--- src/bmms_fifo.sv ---
// ----------------------------------------------------------------------------
// bmms_fifo
// Short command queue between the classifying front and the block-store back.
// ----------------------------------------------------------------------------
module bmms_fifo #(
	parameter int WIDTH = 8,
	parameter int DEPTH = 2,
	localparam int AW = (DEPTH > 1) ? $clog2(DEPTH) : 1,
	localparam int CW = $clog2(DEPTH + 1)
) (
	input  logic             clk,
	input  logic             arst_n,
	input  logic             push_valid,
	output logic             push_ready,
	input  logic [WIDTH-1:0] push_data,
	output logic             pop_valid,
	input  logic             pop_ready,
	output logic [WIDTH-1:0] pop_data
);

	logic [WIDTH-1:0] slot_q [DEPTH];
	logic [AW-1:0]    wr_ptr_q;
	logic [AW-1:0]    rd_ptr_q;
	logic [CW-1:0]    count_q;
	logic             push;
	logic             pop;

	assign push_ready = (count_q != CW'(DEPTH));
	assign pop_valid  = (count_q != '0);
	assign pop_data   = slot_q[rd_ptr_q];
	assign push       = push_valid && push_ready;
	assign pop        = pop_valid && pop_ready;

	always_ff @(posedge clk or negedge arst_n) begin
		if (!arst_n) begin
			wr_ptr_q <= '0;
			rd_ptr_q <= '0;
			count_q  <= '0;
		end else begin
			if (push) begin
				wr_ptr_q <= (wr_ptr_q == AW'(DEPTH - 1)) ? '0 : wr_ptr_q + 1'b1;
			end
			if (pop) begin
				rd_ptr_q <= (rd_ptr_q == AW'(DEPTH - 1)) ? '0 : rd_ptr_q + 1'b1;
			end
			if (push && !pop) begin
				count_q <= count_q + 1'b1;
			end else if (pop && !push) begin
				count_q <= count_q - 1'b1;
			end
		end
	end

	always_ff @(posedge clk) begin
		if (push) begin
			slot_q[wr_ptr_q] <= push_data;
		end
	end

endmodule

--- config.mk ---
export PLATFORM = sky130hd
export DESIGN_NAME = bmms_fifo
export DESIGN_NICKNAME = d
export VERILOG_FILES = /design/src/bmms_fifo.sv
export SDC_FILE = /design/constraint.sdc
export NUM_CORES = 1
export LEC_CHECK = 0
export BUFFER_PORTS_ARGS = -buffer_cell sky130_fd_sc_hd__buf_2
export CELL_PAD_IN_SITES_DETAIL_PLACEMENT = 1
export CELL_PAD_IN_SITES_GLOBAL_PLACEMENT = 2
export CORE_MARGIN = 2
export CORE_UTILIZATION = 30
export CTS_CLUSTER_DIAMETER = 30
export DETAILED_ROUTE_END_ITERATION = 12
export PLACE_DENSITY_LB_ADDON = 0.05
export SLEW_MARGIN = 20
export SYNTH_ARGS = -nofsm -noshare
export SYNTH_HDL_FRONTEND = slang
export SYNTH_SLANG_ARGS = --single-unit
--- constraint.sdc ---
create_clock -name clk -period 1.9 [get_ports clk]
set_clock_uncertainty 0.2 [all_clocks]
set_input_delay 0.095 -clock clk [delete_from_list [all_inputs] [get_ports clk]]
set_output_delay 0.095 -clock clk [all_outputs]
set_load 0.005 [all_outputs]
==> impl_metrics.csv <==
group,metric,value,unit
critical_path,crit_type,"flip-flop to primary output",
drt,via_count,459,
sta,drv_slew,0,
sta,clock.fmax,596.3,MHz
run,maxCapViolCount,0,
final_layout,final_cell_mix,"21 x buf_2, 16 x edfxtp_1, 12 x dlygate4sd3_1, 8 x mux2_2, 4 x dfrtp_1",
drt,ant_nets,0,
power,leakagePower,0.0004439,µW
synth,syn_avg_cell_area,18.30,µm²
clocking,clkTransAtPathRegs,0.11,ns
global_routing,grt_usage,9.294,%
floorplanning,placementRows,18,
critical_path,arrival,1.38,ns
final_layout,nets,95,
power,power.density,1276,nW/µm²
global_routing,grt-ovfl-total,0,
floorplanning,die-area,3049,µm²
drt,drt-total-wl,1280,µm
final_layout,stdcell_area,1086,µm²
synth,yosysSeqAreaShare,73.77,%
final_layout,areaGrowthSynthToFinish,38.00,%
sta,finalSetupTns,0,ns
final_layout,postLayoutCoreUtil,43.84,%
floorplanning,ioPinCount,22,
clocking,numCtsBuffers,3,
critical_path,critical_path.startpoint_type,"flip-flop",
sta,rsz0062_at_grt,"false",
critical_path,critPathMaxFanout,9,
drt,drt_iter0_markers,6,
global_routing,antenna_found_initial,0,
clocking,cts.path.max_buffers,2,
place,gp_congestion,0.6362,
global_routing,grt_start_max_net_pins,12,
place,dp_worst_setup_slack,0.2668,ns
place,dpl_cell_area,939.7,µm²
synth,synth_area,787.0,µm²
drt,avgViaCountPerCell,4.135,
global_routing,grt_first_pass_wirelength,2159,µm
final_layout,drive_gt1_share,45.68,%
drt,drc,0,
clocking,insertion_delay,0.29,ns
floorplanning,die_x,55.22,µm
synth,ys_ff_latch,20,
synth,yosysUniqueCellTypes,14,
synth,syn_nets,56,
sta,finalSetupViolCount,0,
sta,tightest_slew,0.3970,ns
status,outcome,"complete, no violations",
worst_hold_path,hp-class,"flip-flop to flip-flop",
final_layout,layout_commonest_cell,"buf_2",
sta,fin_hold_ws,0.3007,ns
floorplanning,coreArea,2477,µm²
clocking,cts_root_buf,"clkbuf_4",
critical_path,cp.required,1.60,ns
clocking,cts_tree,"done",
sta,finalHoldViolCount,0,
clocking,clock_sinks,20,
sta,period_share,88.26,%
drt,post_drt_wl_per_cell,11.53,µm
place,portBuffers,21,
synth,syn_inst,43,
place,place_hpwl,925,µm
sta,finalCriticalPeriod,1.677,ns
floorplanning,start_util,31.77,%
synth,yosysWarnings,0,
sta,slew_headroom,73.53,%
sta,timing.final.ws_setup,0.2231,ns
clocking,ctsResizeCount,0,
drt,dr.pass1.iters,2,
global_routing,grt_pass1_vias,458,
clocking,h-tree-depth,1,
final_layout,diodes,0,
power,peakVddDrop,0.0006026,V
critical_path,setup.worst_path.end_class,"primary output",
floorplanning,die_y,55.22,µm
## kinds of logic (layout without fill, tap and decap cells)
kind of cell               count (synthesis)  in the layout  share of synthesized area (%)
adders and majority gates                  1              1                          1.590
xor gates and xnor gates                   5              5                          5.565
DFF                                       20             20                          73.77
buffers and inverters                      2             40                          1.112
and+or+nand+nor                            7              7                          6.518
muxes                                      8              8                          11.45
## layout make-up
type	instances	area, µm²
Tap cell	30	37.54
Sequential cell	20	580.6
Fill cell	273	1391
Timing Repair Buffer	35	240.2
Clock buffer	4	26.28
Inverter	1	3.754
Multi-Input combinational cell	21	197.7
## final timing paths
check | cells after the start | slack, ns | start | end
worst max-delay path | 2 | 0.22 | rd_ptr_q | pop_data[6]
max in group asynchronous | 3 | 0.83 | arst_n | count_q[0]
worst max register to register | 6 | 0.28 | count_q[0] | count_q[1]
worst min register to register | 1 | 0.30 | wr_ptr_q | wr_ptr_q
worst min-delay path | 1 | 0.30 | wr_ptr_q | wr_ptr_q
min in group asynchronous | 3 | 0.48 | arst_n | wr_ptr_q
## synth_stat cells
library cell	n	area [µm²]
nand2b_4	1	13.76
xor2_1	2	17.52
xnor2_1	3	26.28
edfxtp_1	16	480.5
nand2_4	1	11.26
inv_1	1	3.750
dfrtp_1	4	100.1
mux2_2	8	90.09
or2_4	1	8.760
nand2_1	1	3.750
nor2_1	2	7.510
and3_1	1	6.260
buf_2	1	5.000
ha_1	1	12.51
## critical path, cell delays in order, from the launching register on
cell	delay [ns]
dfrtp_1	0.58
mux2_2	0.39
buf_2	0.13
## report_power, final
part	switching, µW	internal, µW
Sequential	93.1	612
Combinational	191	289
Clock	119	81.5
## metrics by stage
step | total power [µW] | std cells
2_1_floorplan | 1007 | 43
3_3_place_gp | 1192 | 95
3_5_place_dp | 1193 | 95
4_1_cts | 1414 | 111
5_1_grt | 1483 | 111
6_report | 1386 | 111
## metal layers
metal,global-route usage [%],up-vias,share of wire (%)
li1,-,228,-
met1,12.39,220,44
met2,14.46,11,52
met3,2.810,0,4.5
met4,3.136,0,0
met5,0,-,0
## repair_timing
action / in CTS / in global routing
hold buffers: 12 / 0
buffers inserted: 0 / 0
endpoints found under the hold margin: 22 / 0
## flip-flops by register name, summed over array words and instances, names as in the netlist
name	cells
wr_ptr_q	1
count_q	2
rd_ptr_q	1
slot_q	16
Note: power is estimated with default switching activity, not from simulation.
