### src/bmms_pkg.sv
// ----------------------------------------------------------------------------
// bmms_pkg
// Shared types, register codes and value-order helpers of the block min/max
// sampler.
// ----------------------------------------------------------------------------
package bmms_pkg;

	localparam int CFG_IDX_W  = 2;
	localparam int CFG_DATA_W = 16;
	localparam int COORD_W    = 16;
	localparam int VALUE_W    = 64;
	localparam int FACTOR_W   = 9;

	typedef enum logic [CFG_IDX_W-1:0] {
		REG_FACTOR = 2'd0,
		REG_MODE   = 2'd1,
		REG_KIND   = 2'd2,
		REG_LEFT   = 2'd3
	} reg_idx_t;

	typedef enum logic {
		MODE_MIN = 1'b0,
		MODE_MAX = 1'b1
	} mode_t;

	typedef enum logic [1:0] {
		KIND_SINT  = 2'd0,
		KIND_COLOR = 2'd1,
		KIND_F32   = 2'd2,
		KIND_F64   = 2'd3
	} kind_t;

	typedef struct packed {
		logic [FACTOR_W-1:0] factor;
		mode_t               mode;
		kind_t               kind;
		logic [COORD_W-1:0]  left;
	} cfg_t;

	typedef struct packed {
		logic [VALUE_W-1:0] value;
		logic [COORD_W-1:0] column;
		logic [COORD_W-1:0] row;
	} entry_t;

	typedef struct packed {
		logic               take;
		logic               flush;
		logic [VALUE_W-1:0] value;
		logic [COORD_W-1:0] column;
		logic [COORD_W-1:0] row;
	} cmd_t;

	function automatic logic [VALUE_W-1:0] keep_bits(logic [VALUE_W-1:0] v, kind_t k);
		logic [VALUE_W-1:0] r;
		if (k == KIND_COLOR || k == KIND_F32) begin
			r = {32'd0, v[31:0]};
		end else begin
			r = v;
		end
		return r;
	endfunction

	// maps stored bits to a key whose unsigned order is the value order
	function automatic logic [VALUE_W-1:0] order_key(logic [VALUE_W-1:0] v, kind_t k);
		logic [31:0]        b;
		logic [VALUE_W-1:0] key;
		b = v[31:0];
		unique case (k)
			KIND_SINT: begin
				key = {~v[63], v[62:0]};
			end
			KIND_COLOR: begin
				key = {32'd0, b};
			end
			KIND_F32: begin
				if (b[30:0] == 31'd0) begin
					key = 64'h0000_0000_8000_0000;
				end else if (b[31]) begin
					key = {32'd0, ~b};
				end else begin
					key = {32'd0, 1'b1, b[30:0]};
				end
			end
			KIND_F64: begin
				if (v[62:0] == 63'd0) begin
					key = 64'h8000_0000_0000_0000;
				end else if (v[63]) begin
					key = ~v;
				end else begin
					key = {1'b1, v[62:0]};
				end
			end
		endcase
		return key;
	endfunction

endpackage

### src/bmms_if.sv
// ----------------------------------------------------------------------------
// bmms_if
// Valid/ready channels of the block min/max sampler: configuration writes,
// pixel input and block sample output.
// ----------------------------------------------------------------------------
interface bmms_cfg_if import bmms_pkg::*; ();
	logic                  valid;
	logic                  ready;
	logic [CFG_IDX_W-1:0]  index;
	logic [CFG_DATA_W-1:0] data;

	modport source (output valid, output index, output data, input ready);
	modport sink (input valid, input index, input data, output ready);
endinterface

interface bmms_pix_if import bmms_pkg::*; ();
	logic               valid;
	logic               ready;
	logic [COORD_W-1:0] column;
	logic [COORD_W-1:0] row;
	logic [VALUE_W-1:0] pixel_value;
	logic               row_end;
	logic               object_end;

	modport source (output valid, output column, output row, output pixel_value,
		output row_end, output object_end, input ready);
	modport sink (input valid, input column, input row, input pixel_value,
		input row_end, input object_end, output ready);
endinterface


### src/bmms_front.sv
// ----------------------------------------------------------------------------
// bmms_front
// Configuration registers and pixel classification: block origin, block
// column index and block-row close test through a shared radix-4 remainder
// unit, then one command per pixel into the queue.
// ----------------------------------------------------------------------------
module bmms_front import bmms_pkg::*; #(
	parameter int MAX_BLOCKS = 64,
	localparam int IDX_W = (MAX_BLOCKS > 1) ? $clog2(MAX_BLOCKS) : 1
) (
	input  logic             clk,
	input  logic             arst_n,
	bmms_cfg_if.sink         cfg,
	bmms_pix_if.sink         pixel,
	output cfg_t             cfg_cur,
	output logic             cmd_valid,
	input  logic             cmd_ready,
	output cmd_t             cmd,
	output logic [IDX_W-1:0] cmd_idx
);

	localparam int STEPS     = 2 * ((IDX_W + 1) / 2);
	localparam int PAIRS     = STEPS / 2;
	localparam int ROW_PAIRS = 9;
	localparam int ORG_PAIRS = 8;

	typedef enum logic [2:0] {
		F_IDLE,
		F_ORGLD,
		F_ORG,
		F_IDX,
		F_ROW,
		F_PUSH
	} front_state_t;

	front_state_t             state_q, state_d;
	cfg_t                     cfg_q;
	logic [COORD_W-1:0]       origin_q;
	logic [FACTOR_W-1:0]      f_eff;
	logic [FACTOR_W-1:0]      rem_q, rem_next;
	logic [17:0]              shf_q, shf_next;
	logic [STEPS-1:0]         quo_q, quo_next, quo_fin;
	logic [STEPS+1:0]         quo_x;
	logic [3:0]               cnt_q;
	logic [FACTOR_W:0]        fz, t1, t2, r1, r2;
	logic                     b1, b2;
	logic                     inrange_q, take_q, flush_q;
	logic [IDX_W-1:0]         idx_q;
	logic [COORD_W-1:0]       col_q, row_q;
	logic [VALUE_W-1:0]       val_q;
	logic                     row_end_q, obj_end_q;
	logic [COORD_W:0]         row_plus;
	logic [COORD_W-1:0]       col_off, col_off_hi;
	logic [16:0]              lim;
	logic                     in_range;
	logic                     pix_acc, cfg_acc, cfg_org;

	assign cfg.ready = 1'b1;
	assign cfg_acc   = cfg.valid;
	assign cfg_org   = cfg_acc && (cfg.index == REG_FACTOR || cfg.index == REG_LEFT);
	assign pix_acc   = pixel.valid && pixel.ready;
	assign cfg_cur   = cfg_q;

	assign f_eff = (cfg_q.factor == '0) ? FACTOR_W'(1) : cfg_q.factor;
	assign fz    = {1'b0, f_eff};

	// two restoring steps per cycle
	assign t1       = {rem_q, shf_q[17]};
	assign b1       = (t1 >= fz);
	assign r1       = b1 ? (t1 - fz) : t1;
	assign t2       = {r1[FACTOR_W-1:0], shf_q[16]};
	assign b2       = (t2 >= fz);
	assign r2       = b2 ? (t2 - fz) : t2;
	assign rem_next = r2[FACTOR_W-1:0];
	assign shf_next = {shf_q[15:0], 2'b00};
	assign quo_x    = {quo_q, b1, b2};
	assign quo_next = quo_x[STEPS-1:0];
	assign quo_fin  = (cnt_q == 4'd1) ? quo_next : quo_q;

	assign col_off    = pixel.column - origin_q;
	assign col_off_hi = col_off >> STEPS;
	assign lim        = 17'(f_eff) << STEPS;
	assign in_range   = (pixel.column >= origin_q) && ({1'b0, col_off} < lim);
	assign row_plus   = {1'b0, row_q} + 17'd1;

	always_comb begin
		state_d     = state_q;
		pixel.ready = 1'b0;
		cmd_valid   = 1'b0;
		unique case (state_q)
			F_IDLE: begin
				pixel.ready = !cfg.valid;
				if (pix_acc) begin
					state_d = F_IDX;
				end
			end
			F_ORGLD: begin
				state_d = F_ORG;
			end
			F_ORG: begin
				if (cnt_q == 4'd1) begin
					state_d = F_IDLE;
				end
			end
			F_IDX: begin
				if (cnt_q <= 4'd1) begin
					state_d = (row_end_q && !obj_end_q) ? F_ROW : F_PUSH;
				end
			end
			F_ROW: begin
				if (cnt_q == 4'd1) begin
					state_d = F_PUSH;
				end
			end
			F_PUSH: begin
				cmd_valid = 1'b1;
				if (cmd_ready) begin
					state_d = F_IDLE;
				end
			end
			default: begin
				state_d = F_IDLE;
			end
		endcase
		if (cfg_org) begin
			state_d = F_ORGLD;
		end
	end

	always_ff @(posedge clk or negedge arst_n) begin
		if (!arst_n) begin
			state_q  <= F_IDLE;
			cfg_q    <= '{factor: FACTOR_W'(1), mode: MODE_MIN, kind: KIND_SINT, left: '0};
			origin_q <= '0;
		end else begin
			state_q <= state_d;
			if (cfg_acc) begin
				unique case (cfg.index)
					REG_FACTOR: cfg_q.factor <= cfg.data[FACTOR_W-1:0];
					REG_MODE:   cfg_q.mode   <= mode_t'(cfg.data[0]);
					REG_KIND:   cfg_q.kind   <= kind_t'(cfg.data[1:0]);
					REG_LEFT:   cfg_q.left   <= cfg.data[COORD_W-1:0];
				endcase
			end
			if (state_q == F_ORG && cnt_q == 4'd1) begin
				origin_q <= cfg_q.left - COORD_W'(rem_next);
			end
		end
	end

	always_ff @(posedge clk) begin
		unique case (state_q)
			F_IDLE: begin
				if (pix_acc) begin
					col_q     <= pixel.column;
					row_q     <= pixel.row;
					val_q     <= keep_bits(pixel.pixel_value, cfg_q.kind);
					row_end_q <= pixel.row_end;
					obj_end_q <= pixel.object_end;
					inrange_q <= in_range;
					rem_q     <= col_off_hi[FACTOR_W-1:0];
					shf_q     <= {col_off[STEPS-1:0], {(18 - STEPS){1'b0}}};
					quo_q     <= '0;
					cnt_q     <= in_range ? 4'(PAIRS) : 4'd0;
				end
			end
			F_ORGLD: begin
				rem_q <= '0;
				shf_q <= {cfg_q.left, 2'b00};
				cnt_q <= 4'(ORG_PAIRS);
			end
			F_ORG: begin
				rem_q <= rem_next;
				shf_q <= shf_next;
				cnt_q <= cnt_q - 4'd1;
			end
			F_IDX: begin
				if (cnt_q > 4'd1) begin
					rem_q <= rem_next;
					shf_q <= shf_next;
					quo_q <= quo_next;
					cnt_q <= cnt_q - 4'd1;
				end else begin
					take_q  <= inrange_q && (32'(quo_fin) < 32'(MAX_BLOCKS));
					idx_q   <= quo_fin[IDX_W-1:0];
					flush_q <= obj_end_q;
					rem_q   <= '0;
					shf_q   <= {1'b0, row_plus};
					cnt_q   <= 4'(ROW_PAIRS);
				end
			end
			F_ROW: begin
				rem_q <= rem_next;
				shf_q <= shf_next;
				cnt_q <= cnt_q - 4'd1;
				if (cnt_q == 4'd1) begin
					flush_q <= (rem_next == '0);
				end
			end
			F_PUSH: begin
			end
			default: begin
			end
		endcase
	end

	assign cmd.take   = take_q;
	assign cmd.flush  = flush_q;
	assign cmd.value  = val_q;
	assign cmd.column = col_q;
	assign cmd.row    = row_q;
	assign cmd_idx    = idx_q;

endmodule

### src/flat_wrapper.sv
// flat-port wrapper written by rule: the top's interface ports become plain ports
module bmms_front_flat import bmms_pkg::*;
#(
	parameter int MAX_BLOCKS = 64,
	localparam int IDX_W = (MAX_BLOCKS > 1) ? $clog2(MAX_BLOCKS) : 1
)
  (clk, arst_n, cfg_cur, cmd_valid, cmd_ready, cmd, cmd_idx, cfg_valid, cfg_index, cfg_data, cfg_ready, pixel_valid, pixel_column, pixel_row, pixel_pixel_value, pixel_row_end, pixel_object_end, pixel_ready);
  bmms_cfg_if cfg_i ();
  bmms_pix_if pixel_i ();
  input  logic clk;
  input  logic arst_n;
  output cfg_t cfg_cur;
  output logic cmd_valid;
  input  logic cmd_ready;
  output cmd_t cmd;
  output logic [IDX_W-1:0] cmd_idx;
  input wire logic [$bits(cfg_i.valid)-1:0] cfg_valid;
  input wire logic [$bits(cfg_i.index)-1:0] cfg_index;
  input wire logic [$bits(cfg_i.data)-1:0] cfg_data;
  output wire logic [$bits(cfg_i.ready)-1:0] cfg_ready;
  input wire logic [$bits(pixel_i.valid)-1:0] pixel_valid;
  input wire logic [$bits(pixel_i.column)-1:0] pixel_column;
  input wire logic [$bits(pixel_i.row)-1:0] pixel_row;
  input wire logic [$bits(pixel_i.pixel_value)-1:0] pixel_pixel_value;
  input wire logic [$bits(pixel_i.row_end)-1:0] pixel_row_end;
  input wire logic [$bits(pixel_i.object_end)-1:0] pixel_object_end;
  output wire logic [$bits(pixel_i.ready)-1:0] pixel_ready;
  assign cfg_i.valid = cfg_valid;
  assign cfg_i.index = cfg_index;
  assign cfg_i.data = cfg_data;
  assign cfg_ready = cfg_i.ready;
  assign pixel_i.valid = pixel_valid;
  assign pixel_i.column = pixel_column;
  assign pixel_i.row = pixel_row;
  assign pixel_i.pixel_value = pixel_pixel_value;
  assign pixel_i.row_end = pixel_row_end;
  assign pixel_i.object_end = pixel_object_end;
  assign pixel_ready = pixel_i.ready;
  bmms_front #(.MAX_BLOCKS(MAX_BLOCKS)) u_core (.clk(clk), .arst_n(arst_n), .cfg(cfg_i), .pixel(pixel_i), .cfg_cur(cfg_cur), .cmd_valid(cmd_valid), .cmd_ready(cmd_ready), .cmd(cmd), .cmd_idx(cmd_idx));
endmodule
### config.mk
export PLATFORM = sky130hd
export DESIGN_NAME = bmms_front_flat
export DESIGN_NICKNAME = d
export VERILOG_FILES = /design/src/bmms_pkg.sv /design/src/bmms_if.sv /design/src/bmms_front.sv /design/src/flat_wrapper.sv
export SDC_FILE = /design/constraint.sdc
export NUM_CORES = 1
export LEC_CHECK = 0
export ABC_CLOCK_PERIOD_IN_PS = 7850
export BUFFER_PORTS_ARGS = -buffer_cell sky130_fd_sc_hd__buf_2
export CAP_MARGIN = 15
export CORE_ASPECT_RATIO = 1.25
export CORE_MARGIN = 5
export CORE_UTILIZATION = 54
export DETAILED_ROUTE_END_ITERATION = 8
export PLACE_DENSITY = 0.81
export SKIP_CTS_REPAIR_TIMING = 1
export SLEW_MARGIN = 20
export SYNTH_ARGS = -nofsm -noshare
export SYNTH_HDL_FRONTEND = slang
export SYNTH_SLANG_ARGS = --single-unit
export TNS_END_PERCENT = 30
### constraint.sdc
create_clock -name clk -period 7.85 [get_ports clk]
set_clock_uncertainty 0.2 [all_clocks]
set_input_delay 0 -clock clk [delete_from_list [all_inputs] [get_ports clk]]
set_output_delay 0 -clock clk [all_outputs]
set_load 0.03 [all_outputs]
==> flow_summary.json, run 1 <==
{
  "status": "completed",
  "ant_nets": 0,
  "cp.required_ns": 7.95,
  "startpoint_type": "flip-flop",
  "cts-buffers-inserted": 17,
  "dr.pass1.iters": 9,
  "gp_congestion": 0.992,
  "layout-drive-gt1-share_pct": 28.1,
  "ir_worst_vdd_mv": 0.320,
  "syn_avg_cell_area_sq_um": 11.8,
  "synthToLayoutAreaGrowth_pct": 34.1,
  "fin_cells": 1467,
  "rows": 55,
  "synth_cells": 848,
  "grt_max_degree": 79,
  "synth_area_sq_um": 9980,
  "clock-sinks": 191,
  "io_pins": 256,
  "synth_edf_count": 144,
  "hold_viol": 0,
  "endpoint_kind": "flip-flop",
  "grt_pass1_wl_microns": 43200,
  "dieArea_sq_um": 21300,
  "nFillCells": 1202,
  "max_slew_margin_pct": 26.5,
  "wl_microns": 33400,
  "track_usage_pct": 25.9,
  "dp.cells": 1309,
  "timing.final.crit_period_ns": 7.26,
  "grt_overflow_total": 0,
  "cts_tree": "built",
  "hpwl_microns": 21700,
  "most-common-layout-cells": "buf_2 (253), edfxtp_1 (144), dlygate4sd3_1 (121)",
  "critPathKind": "flip-flop to flip-flop",
  "path_max_fanout": 10,
  "cts_root_buf": "clkbuf_16",
  "leakage_nw": 5.78,
  "cp_data_arrival_time_ns": 7.36,
  "cp_top_family": "compound AO/OA/AOI/OAI gates",
  "finalCritPeriodShare_pct": 92.5,
  "maxCapViolCount": 0,
  "grt_pass1_vias": 7915,
  "fp.dieW_microns": 132,
  "die_h_microns": 162,
  "finalSetupViolCount": 0,
  "yosys_warnings": 0,
  "crit_buf_inv": 3,
  "core_area_sq_um": 18200,
  "drc": 0,
  "numPortBuffers": 254,
  "fin_tns_setup_ns": 0,
  "antenna_found_initial": 3,
  "power.density_nw_per_um2": 508,
  "worst_pin_slew_ns": 1.10,
  "slew_violations": 0,
  "fin_nets": 1399,
  "grt_setup_unrepaired": "no",
  "hold_path_class": "input pin to flip-flop",
  "critPathMaxStageDelay_ns": 0.44,
  "drtIter0Drc": 871,
  "clock_path_buffers": 2,
  "routedWlPerCell_microns": 22.8,
  "synthFlopType": "edfxtp_1",
  "clk-insertion-delay-late_ns": 0.46,
  "yosysSeqAreaShare_pct": 55.1,
  "start_util_pct": 54.9,
  "mostFrequentLayoutCell": "buf_2",
  "fmax_mhz": 138,
  "async_reset_ff_share_pct": 24.6,
  "avgViaCountPerCell": 5.90,
  "crit_path_top_delay_cell": "dfrtp_1",
  "syn-num-nets": 1025,
  "vias": 8657,
  "path_clk_slew_ns": 0.10,
  "ys_types": 78,
  "cts_max_level": 4,
  "synth-seq-cells": 191
}
where the power goes:
group,switching [W],leakage (nW),total (W),internal (W)
combinational,0.00262,3.52,0.00423,0.00161
sequential,0.000185,1.94,0.00162,0.00144
clock,0.000497,0.315,0.000953,0.000457
per-stage QoR:
stage	total power [W]	utilization [%]	hold WS (ns)	instance area, sq um	setup slack, ns
2_1_floorplan	0.00464	-	-0.496	9980	1.45
3_3_place_gp	0.00559	63.1	-0.0240	11500	0.928
3_5_place_dp	0.00567	63.1	-0.0219	11500	0.559
4_1_cts	0.00663	66.7	-0.487	12100	0.529
5_1_grt	0.00723	73.6	0.0526	13400	0.0724
6_report	0.00680	73.6	0.0508	13400	0.593
flip-flops by register name (all words and copies together) (netlist names), 3 cells and up:
signal           flops
u_core.origin_q     16
u_core.cmd_idx       6
u_core.quo_q         6
u_core.cnt_q         4
u_core.cfg_cur      28
u_core.rem_q         9
u_core.row_q        16
u_core.val_q        64
u_core.state_q       3
u_core.col_q        16
u_core.shf_q        18
cell usage after synthesis (all sizes together) (5+ instances only):
cell type | number | area share, %
nand2b | 9 | 0.56
nand4 | 11 | 0.69
o21a | 6 | 0.45
clkbuf | 21 | 0.79
buf | 5 | 0.39
xnor2 | 30 | 2.6
nor3 | 14 | 0.75
xor2 | 26 | 2.3
a21oi | 30 | 1.7
nand3 | 12 | 0.60
and3 | 12 | 0.75
a211oi | 5 | 0.38
dfrtp | 46 | 12
nor4 | 5 | 0.31
or2 | 5 | 0.34
inv | 56 | 2.1
ha | 52 | 6.5
a21o | 13 | 0.98
a31oi | 8 | 0.56
o31ai | 7 | 0.53
o21ai | 59 | 3.0
and2 | 37 | 2.3
mux2 | 30 | 3.4
nand2 | 76 | 2.9
nor2b | 6 | 0.38
nor2 | 36 | 1.4
a22oi | 10 | 0.75
edfxtp | 144 | 43
mux2i | 8 | 0.80
kinds of logic after synthesis:
logic type / count (synthesis) / synth area share (%)
muxes: 38 / 4.19
AOI/OAI and AO/OA: 184 / 12.7
other: 1 / 0.0376
DFF: 191 / 55.1
buffers and inverters: 82 / 3.28
adders and majority gates: 58 / 7.52
xor gates and xnor gates: 56 / 4.91
and+or+nand+nor: 238 / 12.2
routing by layer:
layer | part of all wire [%] | vias to the layer above | GRT usage [%]
met4 | 5.4 | 0 | 13.5
li1 | - | 3881 | -
met5 | 0 | - | 0
met2 | 51 | 538 | 43.5
met3 | 9.5 | 121 | 8.05
met1 | 35 | 4117 | 30.0
final cells by class:
cell class                 count  area [sq um]  share of cell area (%)
antenna                        4          10.0                  0.0748
clock buffer                  17           425                    3.18
clock inverter                15           229                    1.71
inverter                      56           210                    1.57
multi-input combinational    575          4170                    31.2
sequential                   191          5500                    41.1
tap                          228           285                    2.13
timing repair buffer         381          2550                    19.1
worst paths after layout:
kind	endpoint	slack, ns	cells after the start	from
worst max-delay path	u_core.origin_q[11]$_DFFE_PN0P_	0.59	28	u_core.cfg_cur[27]$_DFFE_PN0P_
max in group asynchronous	u_core.origin_q[7]$_DFFE_PN0P_	6.72	4	arst_n
worst min register to register	u_core.take_q$_DFFE_PP_	0.24	0	u_core.inrange_q$_DFFE_PP_
worst max register to register	u_core.origin_q[11]$_DFFE_PN0P_	0.59	28	u_core.cfg_cur[27]$_DFFE_PN0P_
worst min-delay path	u_core.val_q[23]$_DFFE_PP_	0.05	2	pixel_pixel_value[23]
min in group asynchronous	u_core.state_q[1]$_DFFE_PN0P_	0.29	3	arst_n
Power figures use the tool's default switching activity.
==> run 2, diff against run 1 <==
- MAX_ROUTING_LAYER: default -> met4
==> run 2 against run 1 <==
Compared with the run above: the flow now finishes with violations (negative hold slack); core utilization shrank 0.26 points; count of clock-buffer cells in the layout is the same; cell area is 0.36% lower; largest power group unchanged.
==> flow_summary.json, run 2 (same netlist as run 1, synthesis figures left out) <==
{
  "critPathMaxStageDelay_ns": 0.67,
  "grt_setup_unrepaired": "no",
  "clock_path_buffers": 2,
  "placed_cell_area_sq_um": 11500,
  "leakage_nw": 5.76,
  "hold_viol": 13,
  "startpoint": "u_core.cfg_cur[27]$_DFFE_PN0P_",
  "cp_top_family": "compound AO/OA/AOI/OAI gates",
  "worst_pin_slew_ns": 1.14,
  "critPathKind": "flip-flop to flip-flop",
  "cp.required_ns": 7.94,
  "timing.final.crit_period_ns": 7.33,
  "gp_congestion": 1.01,
  "fin_nets": 1397,
  "reg2reg_to": "u_core.origin_q[15]$_DFFE_PN0P_",
  "slew_violations": 0,
  "place_ws_ns": 0.596,
  "routedWlPerCell_microns": 22.0,
  "cts_max_level": 4,
  "die_h_microns": 162,
  "power.density_nw_per_um2": 510,
  "crit_buf_inv": 2,
  "path_clk_slew_ns": 0.09,
  "grt_overflow_total": 0,
  "hpwl_microns": 22000,
  "maxCapViolCount": 0,
  "violations": "negative hold slack",
  "avgViaCountPerCell": 5.77,
  "start_util_pct": 54.9,
  "status": "finished with violations",
  "fin_tns_setup_ns": 0,
  "fmax_mhz": 136,
  "multiInputGateArea_sq_um": 4160,
  "most-common-layout-cells": "buf_2 (254), edfxtp_1 (144), dlygate4sd3_1 (120)",
  "fp.dieW_microns": 132,
  "synthToLayoutAreaGrowth_pct": 33.6,
  "dp.cells": 1309,
  "regArea_sq_um": 5500,
  "grt_pass1_wl_microns": 43300,
  "r2r_start": "u_core.cfg_cur[27]$_DFFE_PN0P_",
  "startpoint_type": "flip-flop",
  "clock-sinks": 191,
  "mostFrequentLayoutCell": "buf_2",
  "timing.final.ws_setup_ns": 0.519,
  "largest_reg_flops": 64,
  "drtIter0Drc": 722,
  "endpoint_kind": "flip-flop",
  "track_usage_pct": 27.0,
  "cts_tree": "built",
  "grt_max_degree": 77,
  "antenna_found_initial": 1,
  "hold_path_class": "input pin to async pin",
  "layout-drive-gt1-share_pct": 28.0,
  "io_pins": 256,
  "fin_cells": 1462,
  "drc": 0,
  "cp_data_arrival_time_ns": 7.42,
  "r2r_cells": 27,
  "wl_microns": 32100,
  "vias": 8430,
  "path_max_fanout": 14,
  "cts_root_buf": "clkbuf_16",
  "design_area_sq_um": 13300,
  "dr.pass1.iters": 5,
  "core_area_sq_um": 18200,
  "dieArea_sq_um": 21300,
  "numPortBuffers": 254,
  "regMostFlops": "u_core.val_q",
  "crit_path_top_delay_cell": "a221oi_4",
  "reg2reg_slack_ns": 0.52,
  "finalSetupViolCount": 0,
  "hold_ws_ns": -0.0332,
  "ir_worst_vdd_mv": 0.360,
  "clk-insertion-delay-late_ns": 0.45,
  "cts-buffers-inserted": 17,
  "ant_nets": 0,
  "grt_pass1_vias": 7905,
  "nFillCells": 1229,
  "rows": 55,
  "finalCritPeriodShare_pct": 93.4,
  "max_slew_margin_pct": 23.6
}
==> run 2: changes by cell type in the layout (fill, tap and decap cells not counted), sizes merged <==
cell / delta
diode: -3
inv: -3
buf: -1
clkinv: +3
dlygate4sd3: -1
==> run 2: layer usage <==
metal	up-vias	part of all wire, %	track usage, %
met5	-	0	-
met1	3999	35	30.9
met3	100	9.3	7.59
li1	3870	-	-
met4	0	4.5	11.2
met2	461	51	44.8
==> run 2: tightest hold or removal path, delay by kind of cell <==
family   cells  cell delay, ns
buf+inv      3            1.10
==> run 2: worst max path at each step <==
stage | to | slack [ns] | cells after the start
CTS | u_core.origin_q[15]$_DFFE_PN0P_ | 0.56 | 27
finish | u_core.origin_q[15]$_DFFE_PN0P_ | 0.52 | 27
global route | u_core.origin_q[15]$_DFFE_PN0P_ | 0.06 | 27
floorplan | u_core.origin_q[15]$_DFFE_PN0P_ | 1.45 | 28
detailed placement | u_core.origin_q[15]$_DFFE_PN0P_ | 0.60 | 27
global placement | u_core.origin_q[15]$_DFFE_PN0P_ | 0.81 | 27
==> run 2: through the flow <==
step / power (W) / hold slack, ns / util, %
6_report: 0.00680 / -0.0332 / 73.4
5_1_grt: 0.00723 / 0.0222 / 73.4
4_1_cts: 0.00667 / -0.528 / 66.8
3_5_place_dp: 0.00570 / -0.0591 / 63.1
3_3_place_gp: 0.00565 / -0.0659 / 63.1
2_1_floorplan: 0.00464 / -0.496 / -
==> run 2: report_power, final <==
group / total (W) / switching (W) / internal (W)
sequential: 0.00162 / 0.000184 / 0.00144
combinational: 0.00424 / 0.00261 / 0.00163
clock: 0.000945 / 0.000490 / 0.000455
total: 0.00680 / 0.00329 / 0.00352
==> run 2: area by class of cell <==
cell class                      instances  share of cell area, %
Antenna cell                            1                 0.0188
Clock buffer                           17                   3.19
Clock inverter                         15                   1.77
Inverter                               56                   1.58
Multi-Input combinational cell        575                   31.2
Sequential cell                       191                   41.3
Tap cell                              228                   2.14
Timing Repair Buffer                  379                   18.8
